### config.mk
export PLATFORM = sky130hd
export DESIGN_NAME = nmls_ctrl
export DESIGN_NICKNAME = d
export VERILOG_FILES = /design/src/hdl/nmls_pkg.sv /design/src/hdl/nmls_ctrl.sv
export VERILOG_INCLUDE_DIRS = /design/src /design/src/hdl
export SDC_FILE = /design/constraint.sdc
export NUM_CORES = 1
export LEC_CHECK = 0
export ABC_CLOCK_PERIOD_IN_PS = 1600
export BUFFER_PORTS_ARGS = -buffer_cell sky130_fd_sc_hd__buf_2
export CORE_AREA = 4 4 41 43
export DETAILED_ROUTE_END_ITERATION = 10
export DIE_AREA = 0 0 45 47
export PLACE_DENSITY = 0.7
export SYNTH_ARGS = -nofsm -noshare
export SYNTH_HDL_FRONTEND = slang
export SYNTH_SLANG_ARGS = --single-unit
### constraint.sdc
create_clock -name clk -period 1.6 [get_ports clk]
set_input_delay 0.24 -clock clk [delete_from_list [all_inputs] [get_ports clk]]
set_output_delay 0.24 -clock clk [all_outputs]
set_load 0.05 [all_outputs]
### src/hdl/nearest_mass_limit_strength_macros.svh
// Assertion macros shared by the nearest-mass limit strength modules
`ifndef NEAREST_MASS_LIMIT_STRENGTH_MACROS_SVH
`define NEAREST_MASS_LIMIT_STRENGTH_MACROS_SVH

// Same-cycle implication, sampled on clk, off during reset
`define NMLS_ASSERT_NOW(label, ante, cons) \
	label: assert property (@(posedge clk) disable iff (!arst_n) (ante) |-> (cons)) \
		else $error("%m: assertion failed");

// Next-cycle implication, sampled on clk, off during reset
`define NMLS_ASSERT_NEXT(label, ante, cons) \
	label: assert property (@(posedge clk) disable iff (!arst_n) (ante) |=> (cons)) \
		else $error("%m: assertion failed");

`endif

### src/hdl/nmls_pkg.sv
// Types and constants of the nearest-mass limit strength block
`timescale 1ns / 1ps

package nmls_pkg;

	localparam int MASS_W    = 24;
	localparam int LIM_W     = 32;
	localparam int XS_W      = 32;
	localparam int BR_W      = 17;
	localparam int IDX_W     = 8;
	localparam int LEN_W     = 9;
	localparam int PROD_W    = XS_W + BR_W;
	localparam int DVD_W     = 48;
	localparam int DVS_W     = 46;
	localparam int DIV_STEPS = DVD_W;
	localparam int CNT_W     = 6;

	// Outlier limit 1e9 held with 16 fraction bits (Q30.16 in 46 bits)
	localparam logic [DVS_W-1:0] OUTLIER_WIDE = 46'd65536000000000;
	localparam logic [31:0]      MAX32        = 32'hFFFF_FFFF;

	localparam logic OP_LOAD  = 1'b0;
	localparam logic OP_QUERY = 1'b1;

	localparam logic [1:0] ERR_OK         = 2'd0;
	localparam logic [1:0] ERR_EMPTY      = 2'd1;
	localparam logic [1:0] ERR_ZERO_LIMIT = 2'd2;

	// Commands from the controller to the datapath
	typedef struct packed {
		logic load_wr;
		logic q_start;
		logic issue;
		logic set_empty;
		logic select;
		logic div_step;
		logic finish;
	} nmls_cmd_t;

	// Status from the datapath to the controller
	typedef struct packed {
		logic len_zero;
		logic issue_last;
		logic zero_lim;
		logic div_last;
	} nmls_sts_t;

endpackage

### src/hdl/nmls_ctrl.sv
// Controller state machine of the nearest-mass limit strength block
`timescale 1ns / 1ps
`include "nearest_mass_limit_strength_macros.svh"

module nmls_ctrl import nmls_pkg::*; (
	input  logic      clk,
	input  logic      arst_n,
	input  logic      start,
	input  logic      operation,
	input  nmls_sts_t sts,
	output nmls_cmd_t cmd,
	output logic      busy,
	output logic      done
);

	typedef enum logic [6:0] {
		ST_IDLE   = 7'b0000001,
		ST_SCAN   = 7'b0000010,
		ST_DRAIN  = 7'b0000100,
		ST_SELECT = 7'b0001000,
		ST_DIV    = 7'b0010000,
		ST_FIN    = 7'b0100000,
		ST_RESULT = 7'b1000000
	} state_t;

	state_t state_q, state_d;

	// Hold the state
	always_ff @(posedge clk or negedge arst_n) begin
		if (!arst_n) begin
			state_q <= ST_IDLE;
		end else begin
			state_q <= state_d;
		end
	end

	// Next state and commands
	always_comb begin
		state_d = state_q;
		cmd     = '0;
		case (state_q)
			ST_IDLE: begin
				if (start) begin
					if (operation == OP_QUERY) begin
						cmd.q_start = 1'b1;
						state_d     = ST_SCAN;
					end else begin
						cmd.load_wr = 1'b1;
					end
				end
			end
			ST_SCAN: begin
				if (sts.len_zero) begin
					cmd.set_empty = 1'b1;
					state_d       = ST_RESULT;
				end else begin
					cmd.issue = 1'b1;
					if (sts.issue_last) begin
						state_d = ST_DRAIN;
					end
				end
			end
			ST_DRAIN: begin
				state_d = ST_SELECT;
			end
			ST_SELECT: begin
				cmd.select = 1'b1;
				state_d    = sts.zero_lim ? ST_RESULT : ST_DIV;
			end
			ST_DIV: begin
				cmd.div_step = 1'b1;
				if (sts.div_last) begin
					state_d = ST_FIN;
				end
			end
			ST_FIN: begin
				cmd.finish = 1'b1;
				state_d    = ST_RESULT;
			end
			ST_RESULT: begin
				state_d = ST_IDLE;
			end
			default: begin
				state_d = ST_IDLE;
			end
		endcase
	end

	assign busy = (state_q != ST_IDLE);
	assign done = (state_q == ST_RESULT);

	`NMLS_ASSERT_NEXT(a_query_goes_busy, start && !busy && operation == OP_QUERY, busy)
	`NMLS_ASSERT_NEXT(a_done_single, done, !done)
	`NMLS_ASSERT_NOW(a_done_busy, done, busy)

endmodule

* Yosys cells after proc, flatten, opt, wreduce, memory -nomap -nowiden
Index checks and enable logic that the tools add are counted.
** Cells by class
- Order comparisons :: 0
- Reductions and logical operators :: 1
- $add $sub $neg :: 0
- Equal/unequal tests :: 12
- Div/mod/pow operators :: 0
- Shift operators :: 0
- Bitwise logic cells :: 0
- Multipliers :: 0
- Muxes and demuxes :: 17
** Operator list (count)
- 7-bit two-way mux :: 6
- 7-bit case mux with 6 select lines :: 1
- 7-bit by 1-bit equality test with 1-bit output (second input constant) :: 1
- 7-bit by 2-bit equality test with 1-bit output (second input constant) :: 1
- 7-bit by 3-bit equality test with 1-bit output (second input constant) :: 1
- 7-bit by 4-bit equality test with 1-bit output (second input constant) :: 1
- 7-bit by 5-bit equality test with 1-bit output (second input constant) :: 1
- 7-bit by 6-bit equality test with 1-bit output (second input constant) :: 1
- 7-bit equality test (second input constant) :: 1
- 1-bit two-way mux :: 7
- 7-bit by 1-bit inequality test with 1-bit output (second input constant) :: 1
- 2-bit two-way mux :: 3
- 2-bit inequality test (second input constant) :: 3
- 4-bit AND reduction :: 1
- 3-bit inequality test (second input constant) :: 1
** Word-level totals
- Memory bits (writable) :: 0
- Bits in latches :: 0
- Output and inout port bits :: 9
- Logic and storage cells :: 31
- Bits in registers :: 7
- Memories kept :: 0
- Bits in read-only memories :: 0

* Logic depth before layout (Yosys ltp)
Gate-level depths: netlist of the first run.
- Depth after elaboration :: 3
- Mapped depth :: 5
- Mapped depth without buffers :: 4

* Worst setup path before layout of the first run
No wires, ideal clock.
- Kind :: register to output
- From :: register state_q[3]
- To :: output port cmd[6] (netlist bit)
- Data required time :: 1360 ps
- Arrival time :: 2171 ps
- Stages on the path, launching flop included :: 4
- Path buffers :: 0
- Setup slack :: -811 ps
- Cells stage by stage :: dfrtp_1 > nor3_2 > nand4b_1 > nor3b_2
** RTL lines
- from (decl) :: RTL line nmls_ctrl.sv:26 : state_t state_q, state_d;
- from (signal assigned) :: RTL line nmls_ctrl.sv:33 : state_q <= state_d;
- to (decl) :: RTL line nmls_ctrl.sv:11 : output nmls_cmd_t cmd,

==> results of run 1 <==
==> logic make-up after synthesis <==
| logic type | share of synthesized area |
|---|---|
| DFF | 0.3711 |
| xor gates and xnor gates | 0.01842 |
| buffers and inverters | 0.05788 |
| AOI/OAI and AO/OA | 0.1421 |
| and+or+nand+nor | 0.4106 |
==> cell usage after synthesis <==
cell | n | share of area
a21oi_1 | 1 | 0.011
a22oi_1 | 1 | 0.016
and2_1 | 1 | 0.013
and3_1 | 1 | 0.013
and3b_1 | 1 | 0.018
and4b_1 | 2 | 0.042
buf_2 | 1 | 0.011
buf_4 | 1 | 0.016
dfrtp_1 | 6 | 0.32
dfstp_2 | 1 | 0.055
inv_1 | 3 | 0.024
inv_2 | 1 | 0.0079
nand2b_1 | 1 | 0.013
nand2b_2 | 1 | 0.018
nand3_1 | 2 | 0.021
nand3_2 | 1 | 0.021
nand4b_1 | 1 | 0.018
nor2_1 | 6 | 0.047
nor2b_1 | 1 | 0.013
nor3_2 | 1 | 0.021
nor3b_2 | 3 | 0.079
nor4_2 | 1 | 0.026
nor4_4 | 1 | 0.045
o21ai_0 | 1 | 0.011
o22ai_1 | 2 | 0.026
o31a_1 | 1 | 0.018
o31ai_2 | 1 | 0.026
o32ai_2 | 1 | 0.034
xnor2_1 | 1 | 0.018
==> timing repair <==
action / 4_1_cts / 5_1_grt
hold endpoints to repair: 6 / 0
hold buffers: 1 / 0
endpoints found under the setup margin: 9 / 9
setup buffers: 8 / 1
pin swaps: 12 / 2
gates cloned: 0 / 0
resized for setup: 29 / 2
==> worst paths after layout <==
check,startpoint,endpoint,slack (ns),cells after the start
worst min-delay path,sts[0],state_q[4]$_DFFE_PN0P_,0.19,2
worst min register to register,state_q[6]$_DFFE_PN0P_,state_q[4]$_DFFE_PN0P_,0.71,3
worst max-delay path,state_q[4]$_DFFE_PN0P_,cmd[0],-0.13,4
min in group asynchronous,arst_n,state_q[5]$_DFFE_PN0P_,0.38,2
worst max register to register,state_q[4]$_DFFE_PN0P_,state_q[4]$_DFFE_PN0P_,0.14,5
max in group asynchronous,arst_n,state_q[0]$_DFFE_PN1P_,0.98,2
==> area by class of cell <==
class / count / area share
Timing Repair Buffer: 33 / 0.3288
Clock buffer: 4 / 0.03153
Multi-Input combinational cell: 33 / 0.3814
Inverter: 4 / 0.01802
Sequential cell: 7 / 0.2177
Tap cell: 15 / 0.02252
==> report_power, final <==
group	total, mW	switching (mW)	internal (mW)
Combinational	0.145	0.0793	0.0659
Clock	0.154	0.0588	0.0947
Sequential	0.196	0.0101	0.185
Total	0.494	0.148	0.346
==> per-layer routing <==
metal / up-vias / GRT usage
met5: - / 0
met4: 0 / 0.01754
met3: 0 / 0.02299
met2: 13 / 0.2684
met1: 226 / 0.1884
li1: 236 / -
==> per-stage QoR <==
step           hold WS [ns]  setup WS [ns]  setup TNS [ns]    util  cells
3_5_place_dp        0.08195       0.005872               0  0.4856     82
3_3_place_gp        0.07454        0.02310               0  0.4856     82
6_report             0.1884        -0.1308         -0.5298  0.6404     96
5_1_grt              0.1764        -0.2252          -1.223  0.6404     96
2_1_floorplan      -0.05559        -0.6271         -0.8310       -     46
4_1_cts              0.1856        -0.1352         -0.4463  0.6327     95
==> metrics.log, run 1 <==
INFO  metric path_delay_family = simple AND/OR/NAND/NOR gates
INFO  metric cts_num_sinks = 7
INFO  metric ctsLongestPathBuffers = 2
INFO  metric slew_headroom = 0.8110
INFO  metric largest_net_degree_at_the_start_of_global_routing = 8
INFO  metric finalHoldViolations = 0
INFO  metric finish.instance_area = 833.3 um^2
INFO  metric num-nets-final = 90
INFO  metric fp.coreArea = between 1000 and 1500 um^2
INFO  metric setup.worst_path.end_class = output port
INFO  metric shortest_period_the_worst_path_allows = 1.731 ns
INFO  metric total_area_of_multi_input_combinational_cells = 317.8 um^2
INFO  metric portBuffers = 16
INFO  metric wl_per_cell = roughly 13 um
INFO  metric synth.ff_latch_count = 7
INFO  metric final-max-slew-violation-count = 0
INFO  metric syn_inst = 46
INFO  metric clk_lat_worst_skew = 0.24 ns
INFO  metric syn_area = 475.5 um^2
INFO  metric critical_path.startpoint_type = flip-flop
INFO  metric largest_register_ffs = 7
INFO  metric placement_rows = 13
INFO  metric status = finished with violations
INFO  metric routed-via-count = 475
INFO  metric floorplan.initialDensity = 0.3654
INFO  metric die_height = around 47 um
INFO  metric worstSetupPathType = reg -> out
INFO  metric worst_slew_pin_slew = about 0.28 ns
INFO  metric die_area = 2115 um^2
INFO  metric dr.first_iter.drc_count = 4
INFO  metric ir_drop = 0.5067 mV
INFO  metric cap_violations = 0
INFO  metric violations = setup timing
INFO  metric placed_cell_area = approximately 630 um^2
INFO  metric n_fill_cell = roughly 120
INFO  metric yosys.cell_types.count = 29
INFO  metric setup_slack = -0.1308 ns
INFO  metric crit_path_cell_trace = nor4_4 -> nand2b_2 -> nor3b_2 -> buf_6
INFO  metric cellPowerDensity = roughly 590 nW/um^2
INFO  metric wirelength_met1 = about 510 um
INFO  metric critical_path.slowest_cell = dfrtp_1
INFO  metric critical_path_required = approximately 1.4 ns
INFO  metric mostFrequentLayoutCells = buf_4, buf_2, buf_6
INFO  metric vias_per_cell = a little under 5
INFO  metric antenna_violations_before_repair = 0
INFO  metric achievable_clock_frequency = roughly 0.58 GHz
INFO  metric finalCritPeriodShare = 1.082
INFO  metric post_route_cells_drive_above_1_share = 0.7037
INFO  metric seq_area = 181.4 um^2
INFO  metric route.antenna.remaining_nets = 0
INFO  metric registers.top_by_ff_count = state_q
INFO  metric clock_tree_from_tritoncts = yes
INFO  metric wire_length_on_met3 = roughly 66 um
INFO  metric cts-htree-levels = 1
INFO  metric leakagePower = 0.3780 nW
INFO  metric cts_root_buffer = clkbuf_4
INFO  metric routabilityCongestion = about 0.7
INFO  metric met2RoutedLength = approximately 720 um
INFO  metric detailed_place_hpwl = between 800 and 900 um
INFO  metric drcViolationCount = 0
INFO  metric largest_registers = state_q: 7 flops
INFO  metric setup_violations = 8
INFO  metric globalRouteTotalUtil = 0.1473
INFO  metric maxUsedRoutingLayer = met3
INFO  metric syn_area_per_cell = slightly above 10 um^2
INFO  metric cts_inserted_buffers = 3
INFO  metric worst_setup_hold_path_clk_slew = approximately 0.050 ns
INFO  metric fin_skew = ~0.0043 ns
INFO  metric worstHoldPathType = in -> reg
INFO  metric mostFrequentLayoutCell = buf_4
INFO  metric syn_nets = 54
INFO  metric antenna_cells_inserted = 0
INFO  metric syn2layout_area_growth = 75.26%
INFO  metric drt_pre_antenna_iters = 2
INFO  metric crit_arrival = about 1.5 ns
INFO  metric cp_num_buf_inv = 1
INFO  metric first_global_vias = ~530
INFO  metric grt_first_pass_wirelength = 2.277 mm
INFO  metric design_power_total = a little under 0.5 mW
INFO  metric unrepaired_setup_endpoints_after_global_routing = yes
INFO  metric die-width = about 45 um
INFO  metric grt.overflow.total = 0
INFO  metric routed_wl = around 1.3 mm
INFO  metric synth-warning-count = 0
INFO  metric yosysSeqAreaShare = 0.3711
INFO  metric critPathMaxFanout = 3
INFO  metric num_io_pins = 17
INFO  metric timing.critical_path.slowest_cell_delay = about 0.42 ns
(Power assumes the default switching activity.)
==> run 2: changes to the inputs <==
--- a/config.mk
+++ b/config.mk
@@ -8,10 +8,12 @@
 export LEC_CHECK = 0
 export ABC_CLOCK_PERIOD_IN_PS = 1600
 export BUFFER_PORTS_ARGS = -buffer_cell sky130_fd_sc_hd__buf_2
+export CAP_MARGIN = 20
 export CORE_AREA = 4 4 41 43
 export DETAILED_ROUTE_END_ITERATION = 10
 export DIE_AREA = 0 0 45 47
 export PLACE_DENSITY = 0.7
+export RECOVER_POWER = 50
 export SYNTH_ARGS = -nofsm -noshare
 export SYNTH_HDL_FRONTEND = slang
 export SYNTH_SLANG_ARGS = --single-unit
==> run 2 against run 1 <==
Net effect: the flow still finishes with violations (setup timing); clock-buffer cell count unchanged; highest routed layer unchanged; final area is 0.15% lower; combinational power hardly changed; global-route usage stayed put; worst setup slack about the same; clock power about the same; first-iteration DRC count stayed put; wire length is essentially flat; clock skew about the same; power about the same.
==> metrics.log, run 2 (synthesis gave the netlist of run 1 again) <==
INFO  metric status = finished with violations
INFO  metric violations = setup timing
INFO  metric cellPowerDensity = 593.7 nW/um^2
INFO  metric crit_path_cell_trace = nor4_4 -> nand2b_2 -> nor3b_2 -> buf_6
INFO  metric num-nets-final = 90
INFO  metric clock_tree_from_tritoncts = yes
INFO  metric slew_headroom = 0.7410
INFO  metric antenna_violations_before_repair = 0
INFO  metric globalRouteTotalUtil = 0.1473
INFO  metric worstHoldPathType = in -> reg
INFO  metric finalHoldViolations = 0
INFO  metric setup.worst_path.end_class = output port
INFO  metric die-width = ~45 um
INFO  metric n_fill_cell = 119
INFO  metric clk_lat_worst_skew = about 0.24 ns
INFO  metric cts_inserted_buffers = 3
INFO  metric largest_net_degree_at_the_start_of_global_routing = 8
INFO  metric largest_registers = state_q: 7 flops
INFO  metric cts-htree-levels = 1
INFO  metric dr.first_iter.drc_count = 4
INFO  metric cp_num_buf_inv = 1
INFO  metric route.antenna.remaining_nets = 0
INFO  metric unrepaired_setup_endpoints_after_global_routing = yes
INFO  metric routed-via-count = 475
INFO  metric drcViolationCount = 0
INFO  metric critical_path.startpoint_type = flip-flop
INFO  metric portBuffers = 16
INFO  metric shortest_period_the_worst_path_allows = between 1.5 and 2 ns
INFO  metric die_area = around 2100 um^2
INFO  metric worst_slew_pin_slew = 0.3885 ns
INFO  metric critical_path_required = 1.36 ns
INFO  metric drt_pre_antenna_iters = 2
INFO  metric achievable_clock_frequency = 0.5778 GHz
INFO  metric worst_case_setup_slack_after_placement = just under 0.006 ns
INFO  metric utilization = 0.6394
INFO  metric largest_register_ffs = 7
INFO  metric critPathMaxFanout = 3
INFO  metric placement_rows = 13
INFO  metric post_route_cells_drive_above_1_share = 0.6914
INFO  metric fp.coreArea = between 1000 and 1500 um^2
INFO  metric setup_slack = -0.1307 ns
INFO  metric cts_num_sinks = 7
INFO  metric detailed_place_hpwl = just under 900 um
INFO  metric cap_violations = 0
INFO  metric stdcell_count = between 90 and 100
INFO  metric fin_skew = between 0.004 and 0.005 ns
INFO  metric floorplan.initialDensity = 0.3654
INFO  metric ctsLongestPathBuffers = 2
INFO  metric leakagePower = 0.3753 nW
INFO  metric path_delay_family = simple AND/OR/NAND/NOR gates
INFO  metric timing.critical_path.slowest_cell_delay = about 0.42 ns
INFO  metric mostFrequentLayoutCell = buf_4
INFO  metric worst_setup_hold_path_clk_slew = approximately 0.050 ns
INFO  metric ir_drop = just over 0.5 mV
INFO  metric syn2layout_area_growth = 75.00%
INFO  metric routed_wl = roughly 1.3 mm
INFO  metric numPlacedInstances = 82
INFO  metric cts_root_buffer = clkbuf_4
INFO  metric first_global_vias = approximately 530
INFO  metric vias_per_cell = ~4.9
INFO  metric num_io_pins = 17
INFO  metric grt_first_pass_wirelength = 2.277 mm
INFO  metric setup_violations = 8
INFO  metric wl_per_cell = between 10 and 15 um
INFO  metric finalCritPeriodShare = 1.082
INFO  metric final-max-slew-violation-count = 0
INFO  metric antenna_cells_inserted = 0
INFO  metric critical_path.slowest_cell = dfrtp_1
INFO  metric worstSetupPathType = reg -> out
INFO  metric die_height = between 40 and 50 um
INFO  metric grt.overflow.total = 0
INFO  metric mostFrequentLayoutCells = buf_4, buf_6, buf_2
INFO  metric routabilityCongestion = between 0.7 and 0.8
INFO  metric registers.top_by_ff_count = state_q
INFO  metric crit_arrival = between 1 and 1.5 ns
==> run 2: changes by cell type in the layout (fill, tap and decap cells not counted) <==
| cell | previous run | this run |
|---|---|---|
| buf_2 | 7 | 6 |
| clkbuf_1 | 1 | 2 |
==> run 2: metrics by stage <==
step | hold WS (ns) | TNS (ns) | power [mW] | instance area [um^2]
floorplan | -0.05559 | -0.8310 | 0.2696 | 499.2
global placement | 0.07454 | 0 | 0.3049 | 631.9
detailed placement | 0.08195 | 0 | 0.3055 | 631.9
CTS | 0.1856 | -0.4463 | 0.4917 | 823.3
global route | 0.1764 | -1.223 | 0.5264 | 832.0
finish | 0.1885 | -0.5299 | 0.4940 | 832.0
==> run 2: repair_timing <==
item | in CTS | in global routing
endpoints found under the hold margin | 6 | 0
hold buffers | 1 | 0
pin swaps | 12 | 2
endpoints found under the setup margin | 9 | 9
buffers inserted | 8 | 1
gates resized for setup | 29 | 2
==> run 2: area by class of cell <==
type	instances	area (um^2)	area share
inverter	4	15.01	0.01805
clock buffer	4	26.28	0.03158
tap	15	18.77	0.02256
multi-input combinational	33	317.8	0.3820
timing repair buffer	33	272.8	0.3278
sequential	7	181.4	0.2180
==> run 2: where the power goes <==
group	internal, mW	leakage [nW]	switching (mW)	total [mW]
clock network	0.0947	0.0150	0.0587	0.153
registers	0.185	0.0871	0.0101	0.196
logic	0.0656	0.273	0.0793	0.145
==> run 2: path summary, 6_finish.rpt <==
| check | from | end | slack (ns) | cells past startpoint |
|---|---|---|---|---|
| max | state_q[4]$_DFFE_PN0P_ | cmd[0] | -0.13 | 4 |
| min | sts[0] | state_q[4]$_DFFE_PN0P_ | 0.19 | 2 |
| max reg2reg | state_q[4]$_DFFE_PN0P_ | state_q[4]$_DFFE_PN0P_ | 0.14 | 5 |
| min reg2reg | state_q[6]$_DFFE_PN0P_ | state_q[4]$_DFFE_PN0P_ | 0.71 | 3 |
| max in group asynchronous | arst_n | state_q[0]$_DFFE_PN1P_ | 0.84 | 2 |
| min in group asynchronous | arst_n | state_q[5]$_DFFE_PN0P_ | 0.45 | 2 |
==> run 2: per-layer routing <==
layer	wire, um	vias up	part of all wire	track usage
met5	0	-	0	0
met4	0	0	0	0.01754
met3	66	0	0.051	0.02299
met2	716	13	0.55	0.2684
met1	509	226	0.39	0.1884
li1	-	236	-	-
